### config.mk
export PLATFORM = sky130hd
export DESIGN_NAME = pseudo_device_random_null_zero
export DESIGN_NICKNAME = d
export VERILOG_FILES = /design/src/design/pdrnz_pkg.sv /design/src/design/pdrnz_front.sv /design/src/design/pdrnz_queue.sv /design/src/design/pdrnz_back.sv /design/src/design/pseudo_device_random_null_zero.sv
export SDC_FILE = /design/constraint.sdc
export NUM_CORES = 2
export LEC_CHECK = 0
export ABC_AREA = 1
export BUFFER_PORTS_ARGS = -buffer_cell sky130_fd_sc_hd__buf_2
export CAP_MARGIN = 20
export CORE_AREA = 2 2 352 354
export DETAILED_ROUTE_END_ITERATION = 10
export DIE_AREA = 0 0 354 356
export HOLD_SLACK_MARGIN = 0.03
export PLACE_DENSITY = 0.74
export SLEW_MARGIN = 25
export SYNTH_ARGS = -nofsm -noshare
export SYNTH_HDL_FRONTEND = slang
export SYNTH_SLANG_ARGS = --single-unit
export TNS_END_PERCENT = 50
### constraint.sdc
create_clock -name clk -period 13.07 [get_ports clk]
set_input_delay 1.307 -clock clk [delete_from_list [all_inputs] [get_ports clk]]
set_output_delay 1.307 -clock clk [all_outputs]
set_load 0.03 [all_outputs]
### src/design/pdrnz_pkg.sv
// Shared types, constants and codes for the pseudo device port.
package pdrnz_pkg;

  localparam int MAX_ACCESS_BYTES = 64;
  localparam int LEN_W            = 7;
  localparam int DATA_W           = 64;
  localparam int HALF_W           = DATA_W / 2;

  localparam logic [2:0] DEV_NULL   = 3'd0;
  localparam logic [2:0] DEV_ZERO   = 3'd1;
  localparam logic [2:0] DEV_RANDOM = 3'd2;
  localparam logic [2:0] DEV_TOTAL  = 3'd3;

  localparam logic KIND_READ  = 1'b0;
  localparam logic KIND_WRITE = 1'b1;

  localparam logic [LEN_W-1:0] SEED_LEN = 7'd8;
  localparam logic [LEN_W-1:0] MAX_LEN  = LEN_W'(MAX_ACCESS_BYTES);

  localparam logic [DATA_W-1:0] SEED_RESET = 64'd88172645463393265;
  localparam logic [DATA_W-1:0] LCG_MUL    = 64'd6364136223846793005;
  localparam logic [DATA_W-1:0] LCG_ADD    = 64'd42;

  // Work classes decided by the front end.
  typedef enum logic [2:0] {
    OP_FAIL,      // one error result
    OP_SINGLE,    // one plain result, count = length
    OP_ZERO_RD,   // length zero bytes
    OP_RAND_RD,   // length generator bytes
    OP_SEED,      // reseed generator
    OP_TOTAL_RD,  // return byte total
    OP_TOTAL_WR   // add length to byte total
  } op_t;

  typedef struct packed {
    op_t               op;
    logic [LEN_W-1:0]  length;
    logic [DATA_W-1:0] value;
  } cmd_t;

endpackage

### src/design/pdrnz_front.sv
// Front end: accepts an access and classifies it into a command.
module pdrnz_front (
  input  logic                          push,
  input  logic                          q_full,
  input  logic                          kind,
  input  logic [2:0]                    device,
  input  logic [pdrnz_pkg::LEN_W-1:0]   length,
  input  logic [pdrnz_pkg::DATA_W-1:0]  write_value,
  output logic                          q_push,
  output pdrnz_pkg::cmd_t               cmd
);

  assign q_push = push & ~q_full;

  always_comb begin
    cmd.op     = pdrnz_pkg::OP_FAIL;
    cmd.length = length;
    cmd.value  = write_value;
    if (length > pdrnz_pkg::MAX_LEN) begin
      cmd.op = pdrnz_pkg::OP_FAIL;
    end else if (kind == pdrnz_pkg::KIND_READ) begin
      case (device)
        pdrnz_pkg::DEV_NULL: begin
          cmd.op     = pdrnz_pkg::OP_SINGLE;
          cmd.length = '0;
        end
        pdrnz_pkg::DEV_ZERO: begin
          cmd.op = (length == '0) ? pdrnz_pkg::OP_SINGLE : pdrnz_pkg::OP_ZERO_RD;
        end
        pdrnz_pkg::DEV_RANDOM: begin
          cmd.op = (length == '0) ? pdrnz_pkg::OP_SINGLE : pdrnz_pkg::OP_RAND_RD;
        end
        pdrnz_pkg::DEV_TOTAL: begin
          cmd.op = (length == pdrnz_pkg::SEED_LEN) ? pdrnz_pkg::OP_TOTAL_RD
                                                   : pdrnz_pkg::OP_FAIL;
        end
        default: cmd.op = pdrnz_pkg::OP_FAIL;
      endcase
    end else begin
      case (device)
        pdrnz_pkg::DEV_NULL:   cmd.op = pdrnz_pkg::OP_SINGLE;
        pdrnz_pkg::DEV_RANDOM: begin
          cmd.op = (length == pdrnz_pkg::SEED_LEN) ? pdrnz_pkg::OP_SEED
                                                   : pdrnz_pkg::OP_FAIL;
        end
        pdrnz_pkg::DEV_TOTAL:  cmd.op = pdrnz_pkg::OP_TOTAL_WR;
        default:               cmd.op = pdrnz_pkg::OP_FAIL;
      endcase
    end
  end

endmodule

### src/design/pdrnz_queue.sv
// Two-entry command queue between front end and back end.
module pdrnz_queue (
  input  logic             clk,
  input  logic             rst,
  input  logic             wr_en,
  input  pdrnz_pkg::cmd_t  wr_cmd,
  output logic             full,
  input  logic             rd_en,
  output logic             rd_valid,
  output pdrnz_pkg::cmd_t  rd_cmd
);

  pdrnz_pkg::cmd_t slots [2];
  logic       wr_ptr;
  logic       rd_ptr;
  logic [1:0] fill;

  assign full     = (fill == 2'd2);
  assign rd_valid = (fill != 2'd0);
  assign rd_cmd   = slots[rd_ptr];

  always_ff @(posedge clk) begin
    if (wr_en) begin
      slots[wr_ptr] <= wr_cmd;
    end
  end

  always_ff @(posedge clk) begin
    if (rst) begin
      wr_ptr <= 1'b0;
      rd_ptr <= 1'b0;
      fill   <= 2'd0;
    end else begin
      if (wr_en) wr_ptr <= ~wr_ptr;
      if (rd_en) rd_ptr <= ~rd_ptr;
      case ({wr_en, rd_en})
        2'b10:   fill <= fill + 2'd1;
        2'b01:   fill <= fill - 2'd1;
        default: fill <= fill;
      endcase
    end
  end

endmodule

### src/design/pdrnz_back.sv
// Back end: executes commands, owns generator and byte total, holds result register.
module pdrnz_back (
  input  logic                          clk,
  input  logic                          rst,
  input  logic                          cmd_valid,
  input  pdrnz_pkg::cmd_t               cmd,
  output logic                          cmd_pop,
  input  logic                          pop,
  output logic                          empty,
  output logic [pdrnz_pkg::DATA_W-1:0]  data,
  output logic [pdrnz_pkg::LEN_W-1:0]   count,
  output logic                          error,
  output logic                          last
);

  typedef enum logic [1:0] {S_IDLE, S_ZERO, S_MUL, S_ADD} state_t;

  localparam int HW = pdrnz_pkg::HALF_W;
  localparam logic [HW-1:0] MUL_LO = pdrnz_pkg::LCG_MUL[HW-1:0];
  localparam logic [HW-1:0] MUL_HI = pdrnz_pkg::LCG_MUL[pdrnz_pkg::DATA_W-1:HW];

  state_t                         state;
  logic [pdrnz_pkg::DATA_W-1:0]   gen;
  logic [pdrnz_pkg::DATA_W-1:0]   total;
  logic [pdrnz_pkg::LEN_W-1:0]    remain;
  logic [pdrnz_pkg::LEN_W-1:0]    acc_len;
  logic [pdrnz_pkg::DATA_W-1:0]   p_lo;
  logic [HW-1:0]                  p_x1;
  logic [HW-1:0]                  p_x2;
  logic                           res_valid;

  logic                           slot_free;
  logic                           res_load;
  logic [pdrnz_pkg::DATA_W-1:0]   p_lo_next;
  logic [HW-1:0]                  p_x1_next;
  logic [HW-1:0]                  p_x2_next;
  logic [HW-1:0]                  cross_sum;
  logic [pdrnz_pkg::DATA_W-1:0]   gen_next;

  assign slot_free = ~res_valid | pop;
  assign empty     = ~res_valid;

  // low 64 bits of gen * LCG_MUL from three 32x32 partial products
  assign p_lo_next = pdrnz_pkg::DATA_W'(gen[HW-1:0]) * pdrnz_pkg::DATA_W'(MUL_LO);
  assign p_x1_next = gen[pdrnz_pkg::DATA_W-1:HW] * MUL_LO;
  assign p_x2_next = gen[HW-1:0] * MUL_HI;
  assign cross_sum = p_x1 + p_x2;
  assign gen_next  = p_lo + {cross_sum, {HW{1'b0}}} + pdrnz_pkg::LCG_ADD;

  always_comb begin
    cmd_pop = 1'b0;
    if (state == S_IDLE && cmd_valid) begin
      case (cmd.op)
        pdrnz_pkg::OP_ZERO_RD,
        pdrnz_pkg::OP_RAND_RD: cmd_pop = 1'b1;
        default:               cmd_pop = slot_free;
      endcase
    end
  end

  // result register loads a new item this cycle
  always_comb begin
    res_load = 1'b0;
    case (state)
      S_IDLE: begin
        if (cmd_pop && cmd.op != pdrnz_pkg::OP_ZERO_RD &&
            cmd.op != pdrnz_pkg::OP_RAND_RD) begin
          res_load = 1'b1;
        end
      end
      S_ZERO,
      S_ADD:   res_load = slot_free;
      default: res_load = 1'b0;
    endcase
  end

  always_ff @(posedge clk) begin
    if (rst) begin
      state     <= S_IDLE;
      res_valid <= 1'b0;
      gen       <= pdrnz_pkg::SEED_RESET;
      total     <= '0;
    end else begin
      res_valid <= res_load | (res_valid & ~pop);
      case (state)
        S_IDLE: begin
          if (cmd_pop) begin
            case (cmd.op)
              pdrnz_pkg::OP_ZERO_RD: begin
                remain  <= cmd.length;
                acc_len <= cmd.length;
                state   <= S_ZERO;
              end
              pdrnz_pkg::OP_RAND_RD: begin
                remain  <= cmd.length;
                acc_len <= cmd.length;
                state   <= S_MUL;
              end
              pdrnz_pkg::OP_FAIL: begin
                data      <= '0;
                count     <= '0;
                error     <= 1'b1;
                last      <= 1'b1;
              end
              pdrnz_pkg::OP_SEED: begin
                gen       <= cmd.value;
                data      <= '0;
                count     <= cmd.length;
                error     <= 1'b0;
                last      <= 1'b1;
              end
              pdrnz_pkg::OP_TOTAL_RD: begin
                data      <= total;
                count     <= cmd.length;
                error     <= 1'b0;
                last      <= 1'b1;
              end
              pdrnz_pkg::OP_TOTAL_WR: begin
                total     <= total + pdrnz_pkg::DATA_W'(cmd.length);
                data      <= '0;
                count     <= cmd.length;
                error     <= 1'b0;
                last      <= 1'b1;
              end
              default: begin
                data      <= '0;
                count     <= cmd.length;
                error     <= 1'b0;
                last      <= 1'b1;
              end
            endcase
          end
        end
        S_ZERO: begin
          if (slot_free) begin
            data      <= '0;
            count     <= acc_len;
            error     <= 1'b0;
            last      <= (remain == 7'd1);
            remain    <= remain - 7'd1;
            if (remain == 7'd1) state <= S_IDLE;
          end
        end
        S_MUL: begin
          p_lo  <= p_lo_next;
          p_x1  <= p_x1_next;
          p_x2  <= p_x2_next;
          state <= S_ADD;
        end
        S_ADD: begin
          if (slot_free) begin
            gen       <= gen_next;
            data      <= {56'd0, gen_next[pdrnz_pkg::DATA_W-1:pdrnz_pkg::DATA_W-8]};
            count     <= acc_len;
            error     <= 1'b0;
            last      <= (remain == 7'd1);
            remain    <= remain - 7'd1;
            state     <= (remain == 7'd1) ? S_IDLE : S_MUL;
          end
        end
        default: state <= S_IDLE;
      endcase
    end
  end

endmodule

### src/design/pseudo_device_random_null_zero.sv
// Top level: pseudo device port (null, zero, random, byte total) behind one queue interface.
// A single-result access passes through the command queue, then into the result register.
// Throughput: single-result accesses 1 item per cycle while results are popped; zero and
//   random reads hold the back end; a random byte is a split 64-bit LCG multiply, then add.
// A 2-entry command queue lets the front keep accepting while the back works or stalls.
// Reset (rst, synchronous): queues empty, generator = 88172645463393265, byte total = 0.
module pseudo_device_random_null_zero (
  input  logic                          clk,
  input  logic                          rst,
  // input item side
  input  logic                          push,
  output logic                          full,
  input  logic                          kind,
  input  logic [2:0]                    device,
  input  logic [pdrnz_pkg::LEN_W-1:0]   length,
  input  logic [pdrnz_pkg::DATA_W-1:0]  write_value,
  // result side
  input  logic                          pop,
  output logic                          empty,
  output logic [pdrnz_pkg::DATA_W-1:0]  data,
  output logic [pdrnz_pkg::LEN_W-1:0]   count,
  output logic                          error,
  output logic                          last
);

  logic            q_push;
  logic            q_full;
  pdrnz_pkg::cmd_t f_cmd;
  logic            b_valid;
  logic            b_pop;
  pdrnz_pkg::cmd_t b_cmd;

  assign full = q_full;

  // front: range check and device/kind decode into one command per item
  pdrnz_front u_front (
    .push        (push),
    .q_full      (q_full),
    .kind        (kind),
    .device      (device),
    .length      (length),
    .write_value (write_value),
    .q_push      (q_push),
    .cmd         (f_cmd)
  );

  // decoupling queue
  pdrnz_queue u_queue (
    .clk      (clk),
    .rst      (rst),
    .wr_en    (q_push),
    .wr_cmd   (f_cmd),
    .full     (q_full),
    .rd_en    (b_pop),
    .rd_valid (b_valid),
    .rd_cmd   (b_cmd)
  );

  // back: device state and byte-by-byte result generation
  pdrnz_back u_back (
    .clk       (clk),
    .rst       (rst),
    .cmd_valid (b_valid),
    .cmd       (b_cmd),
    .cmd_pop   (b_pop),
    .pop       (pop),
    .empty     (empty),
    .data      (data),
    .count     (count),
    .error     (error),
    .last      (last)
  );

  // failed access: a single, empty, final result
  assert property (@(posedge clk) disable iff (rst)
    (!empty && error) |-> (count == '0 && data == '0 && last))
    else $error("error result not clean");

  // results never report more than the access cap
  assert property (@(posedge clk) disable iff (rst)
    !empty |-> (count <= pdrnz_pkg::MAX_LEN))
    else $error("count above cap");

  // only a count-8 result, such as a total read, may carry more than one byte of data
  assert property (@(posedge clk) disable iff (rst)
    (!empty && count != pdrnz_pkg::SEED_LEN) |-> (data[pdrnz_pkg::DATA_W-1:8] == '0))
    else $error("wide data on byte result");

  // back end only takes a command the queue holds
  assert property (@(posedge clk) disable iff (rst)
    b_pop |-> b_valid)
    else $error("command pop from empty queue");

endmodule

==> flow_summary.html <==
<table>
<tr><th>Metric</th><th>Value</th></tr>
<tr><th colspan="2">Clock network</th></tr>
<tr><td>Postcts setup bufs</td><td>0</td></tr>
<tr><td>Number of gates resized after CTS</td><td>0</td></tr>
<tr><td>CTS tree</td><td>done</td></tr>
<tr><td>Hold-fix buffers at CTS</td><td>0</td></tr>
<tr><td>CTS root buffer</td><td>sky130_fd_sc_hd__clkbuf_16</td></tr>
<tr><td>Total clock buffers created by CTS</td><td>56</td></tr>
<tr><td>Clk Latency, worst-skew pair</td><td>roughly 0.71 ns</td></tr>
<tr><td>Clk buf depth</td><td>3</td></tr>
<tr><td>CTS sink cnt</td><td>roughly 500</td></tr>
<tr><td>Clock input transition at the sequential cells of the worst setup and hold paths</td><td>roughly 0.080 ns</td></tr>
<tr><td>Count of H-tree levels built during CTS</td><td>2</td></tr>
<tr><th colspan="2">Setup path</th></tr>
<tr><td>Largest stage delay on the critical path</td><td>roughly 0.76 ns</td></tr>
<tr><td>CP dominant cell by count</td><td>sky130_fd_sc_hd__fa_1</td></tr>
<tr><td>CP required</td><td>between 10 and 15 ns</td></tr>
<tr><td>Highest net fanout along the worst path</td><td>11</td></tr>
<tr><td>Critical Path Slowest Stage Cell</td><td>sky130_fd_sc_hd__dfxtp_1</td></tr>
<tr><td>Cells along the critical path</td><td>inv_1, fa_1, inv_1, fa_1, inv_1, fa_1, fa_1, inv_1, fa_1, fa_1, fa_1, fa_1, ha_1, a21oi_1, o21ai_0, a21oi_1, o21ai_0, a21oi_1, nand2_1, xor2_1</td></tr>
<tr><td>Crit path kind</td><td>reg2reg</td></tr>
<tr><td>Kind of start point of the critical path</td><td>register</td></tr>
<tr><td>Critical path capture point type</td><td>register</td></tr>
<tr><td>Internal reg-to-reg setup slack</td><td>about 5.4 ns</td></tr>
<tr><td>CP Data Arrival Time</td><td>just over 8 ns</td></tr>
<tr><th colspan="2">Global routing</th></tr>
<tr><td>Met3 Resource Use GR</td><td>0.04538</td></tr>
<tr><td>Global-route congestion overflow total</td><td>0</td></tr>
<tr><td>Pin count of the biggest net entering global routing</td><td>77</td></tr>
<tr><td>Antenna violations before repair</td><td>25</td></tr>
<tr><td>GR Layer Usage met1</td><td>0.4141</td></tr>
<tr><td>Top Usage Layer GRT</td><td>met2</td></tr>
<tr><td>Met2 usage in global routing</td><td>0.5512</td></tr>
<tr><td>Number of global-route vias before repair</td><td>around 50k</td></tr>
<tr><td>Total global routing track utilization</td><td>0.3390</td></tr>
<tr><td>Wire length of the first global-routing pass</td><td>between 300000 and 400000 µm</td></tr>
<tr><th colspan="2">Timing</th></tr>
<tr><td>Setup tns final</td><td>0 ns</td></tr>
<tr><td>Tightest Pin Transition</td><td>approximately 1.1 ns</td></tr>
<tr><td>Final Hold Fails</td><td>0</td></tr>
<tr><td>Setup repair after global routing missed its margin</td><td>false</td></tr>
<tr><td>Max-slew violation total from the final report</td><td>0</td></tr>
<tr><td>Ratio of final minimum period to clock period</td><td>0.5868</td></tr>
<tr><td>Final count of negative-setup-slack endpoints</td><td>0</td></tr>
<tr><td>Worst clock skew on the final layout</td><td>around 0.084 ns</td></tr>
<tr><td>Final critical path time including I/O delays and setup</td><td>7.670 ns</td></tr>
<tr><td>Rel. slew slack</td><td>0.2814</td></tr>
<tr><td>Max Fclk</td><td>130.4 MHz</td></tr>
<tr><th colspan="2">Place</th></tr>
<tr><td>Routability cong.</td><td>1.073</td></tr>
<tr><td>Count of port buffers added during placement</td><td>about 150</td></tr>
<tr><td>Placed wire-length estimate after detailed placement</td><td>about 180000 µm</td></tr>
<tr><th colspan="2">Route</th></tr>
<tr><td>Detailed-router iteration count before antenna repair</td><td>6</td></tr>
<tr><td>Via density</td><td>5.490</td></tr>
<tr><td>Vias after detailed routing</td><td>between 40k and 50k</td></tr>
<tr><td>Routed Wire Length</td><td>between 200000 and 250000 µm</td></tr>
<tr><td>Routed Antenna Nets</td><td>0</td></tr>
<tr><td>Drt drc</td><td>0</td></tr>
<tr><td>Detailed Route Iter0 Violations</td><td>approximately 4.4k</td></tr>
<tr><td>Routed wire length per instance</td><td>24.12 µm</td></tr>
<tr><th colspan="2">Die</th></tr>
<tr><td># IOs</td><td>154</td></tr>
<tr><td>Effective utilization at floorplan</td><td>0.4955</td></tr>
<tr><td>Chip Width</td><td>354 µm</td></tr>
<tr><td>Die Y-Extent</td><td>approximately 360 µm</td></tr>
<tr><td>Die area</td><td>around 130000 µm²</td></tr>
<tr><td>Row count</td><td>roughly 130</td></tr>
<tr><td>Core footprint</td><td>~120000 µm²</td></tr>
<tr><th colspan="2">Cells and area</th></tr>
<tr><td>Final layout net count</td><td>slightly below 9k</td></tr>
<tr><td>Area grow syn2layout</td><td>7.718%</td></tr>
<tr><td>Layout cell share with drive strength beyond 1</td><td>0.04625</td></tr>
<tr><th colspan="2">Job</th></tr>
<tr><td>Reported max-cap violation count</td><td>0</td></tr>
<tr><th colspan="2">Yosys</th></tr>
<tr><td>Area contributors post-synth</td><td>sky130_fd_sc_hd__fa_1 27%, sky130_fd_sc_hd__edfxtp_1 17%, sky130_fd_sc_hd__ha_1 16%</td></tr>
<tr><td>Portion of the post-synthesis area used by sequential elements</td><td>0.2197</td></tr>
<tr><td>Total of warnings raised by yosys</td><td>0</td></tr>
<tr><td>Share of synthesized registers carrying an async set or reset</td><td>0</td></tr>
<tr><td>Proportion of netlist area held by the largest area contributor</td><td>0.2675</td></tr>
<tr><td>Primary FF master, synth</td><td>sky130_fd_sc_hd__edfxtp_1</td></tr>
<tr><td>Largest area contributor in the synthesized netlist</td><td>sky130_fd_sc_hd__fa_1</td></tr>
<tr><td>Avg Inst Size Synth</td><td>a little under 9 µm²</td></tr>
<tr><td>Post-Syn Nets</td><td>between 8k and 9k</td></tr>
<tr><td>Post-synth EDFFs</td><td>354</td></tr>
<tr><td>Top post-synthesis cells by count</td><td>1664 x sky130_fd_sc_hd__inv_1, 1080 x sky130_fd_sc_hd__nand2_1, 812 x sky130_fd_sc_hd__fa_1, 759 x sky130_fd_sc_hd__ha_1, 615 x sky130_fd_sc_hd__nor2_1</td></tr>
<tr><td>Count of different cell masters after synthesis</td><td>57</td></tr>
<tr><td>Post-synthesis cell area</td><td>60780 µm²</td></tr>
<tr><td>Synthesized flop and latch total</td><td>~500</td></tr>
<tr><td>Most common cell in the synthesized netlist</td><td>sky130_fd_sc_hd__inv_1</td></tr>
<tr><td>Post-synthesis instance total</td><td>6945</td></tr>
<tr><th colspan="2">Worst hold path</th></tr>
<tr><td>Class of the most critical hold timing path</td><td>reg2reg</td></tr>
<tr><th colspan="2">Run status</th></tr>
<tr><td>Outcome</td><td>finished clean</td></tr>
</table>
[layout by cell type, fill, tap and decap left out, drive strengths merged, types with 9 or more instances in the layout]
cell and n:
or2 9, buf 184, fa 812, nand3 205
nand3b 19, xor2 159, a211oi 11, a21boi 11
o211ai 19, clkbuf 65, edfxtp 354, dfxtp 136
diode 15, a21oi 351, xnor2 51, nand4 68
o21ai 298, o21bai 33, nor2 619, clkinv 28
a31oi 19, nand2 1088, ha 759, a21o 24
inv 1675, nor4 14, nor3 101
[final cells by class]
class | instances | area, µm²
repair buffers | 184 | 1018
inverters | 1670 | 6274
diodes | 15 | 37.54
clock buffers | 65 | 1475
well taps | 1637 | 2048
flip-flops and latches | 490 | 13350
multi-input cells | 4707 | 40810
fillers | 11466 | 57200
clock inverters | 41 | 447.9
[state kept, by name, summed over array words and instances, names as in the netlist, 32 cells and up, named ones only]
signal	cells
u_back.gen	64
u_back.p_x1	32
u_back.total	64
u_back.p_lo	55
u_back.data	64
u_back.p_x2	32
u_queue.slots	148
[per-layer routing]
metal | wire (µm) | vias to the layer above
met5 | 21 | -
met4 | 18800 | 4
met3 | 13350 | 577
met2 | 98500 | 1916
met1 | 81820 | 23753
li1 | - | 22109
[cells by family (layout without fill, tap and decap cells)]
logic type / after synthesis / after routing / share of synthesized area
flops: 490 / 490 / 0.2197
xor+xnor: 210 / 210 / 0.03026
compound gates: 786 / 786 / 0.07098
fa+ha+maj: 1571 / 1571 / 0.4237
other cells: 0 / 15 / 0
mux: 3 / 3 / 0.0004941
buf+inv: 1748 / 1960 / 0.1094
simple gates: 2137 / 2137 / 0.1455
[worst max-delay path: cells and delay by family (launching register included)]
kind / cells / cell delay [ns]
AO/OA/AOI/OAI: 5 / 1.48
adder cells (fa/ha/maj): 9 / 4.44
AND/OR/NAND/NOR: 1 / 0.07
XOR/XNOR: 1 / 0.14
buffers and inverters: 4 / 0.51
flip-flops: 1 / 0.76
[path summary, 6_finish.rpt]
check,start,endpoint,depth (start not counted)
max reg2reg,u_back.gen[15],u_back.p_lo[44],20
min,u_back.total[0],u_back.total[0],2
max,u_back.gen[15],u_back.p_lo[44],20
min reg2reg,u_back.total[0],u_back.total[0],2
[per-stage QoR]
| step | worst slack [ns] | utilization | cells | instance area, µm² | hold WS, ns |
|---|---|---|---|---|---|
| finish | 5.400 | 0.5337 | 8809 | 65470 | 0.4743 |
| global route | 5.099 | 0.5336 | 8805 | 65460 | 0.4960 |
| CTS | 5.463 | 0.5332 | 8793 | 65400 | 0.4731 |
| detailed placement | 5.511 | 0.5175 | 8687 | 63480 | 0.4649 |
| global placement | 5.536 | 0.5174 | 8687 | 63470 | 0.4468 |
| floorplan | 2.475 | - | 6945 | 60780 | 0.4426 |
Power is left out: the tool's default activity adds up to more than one toggle a clock period on the data nets, which glitch-free logic cannot reach.
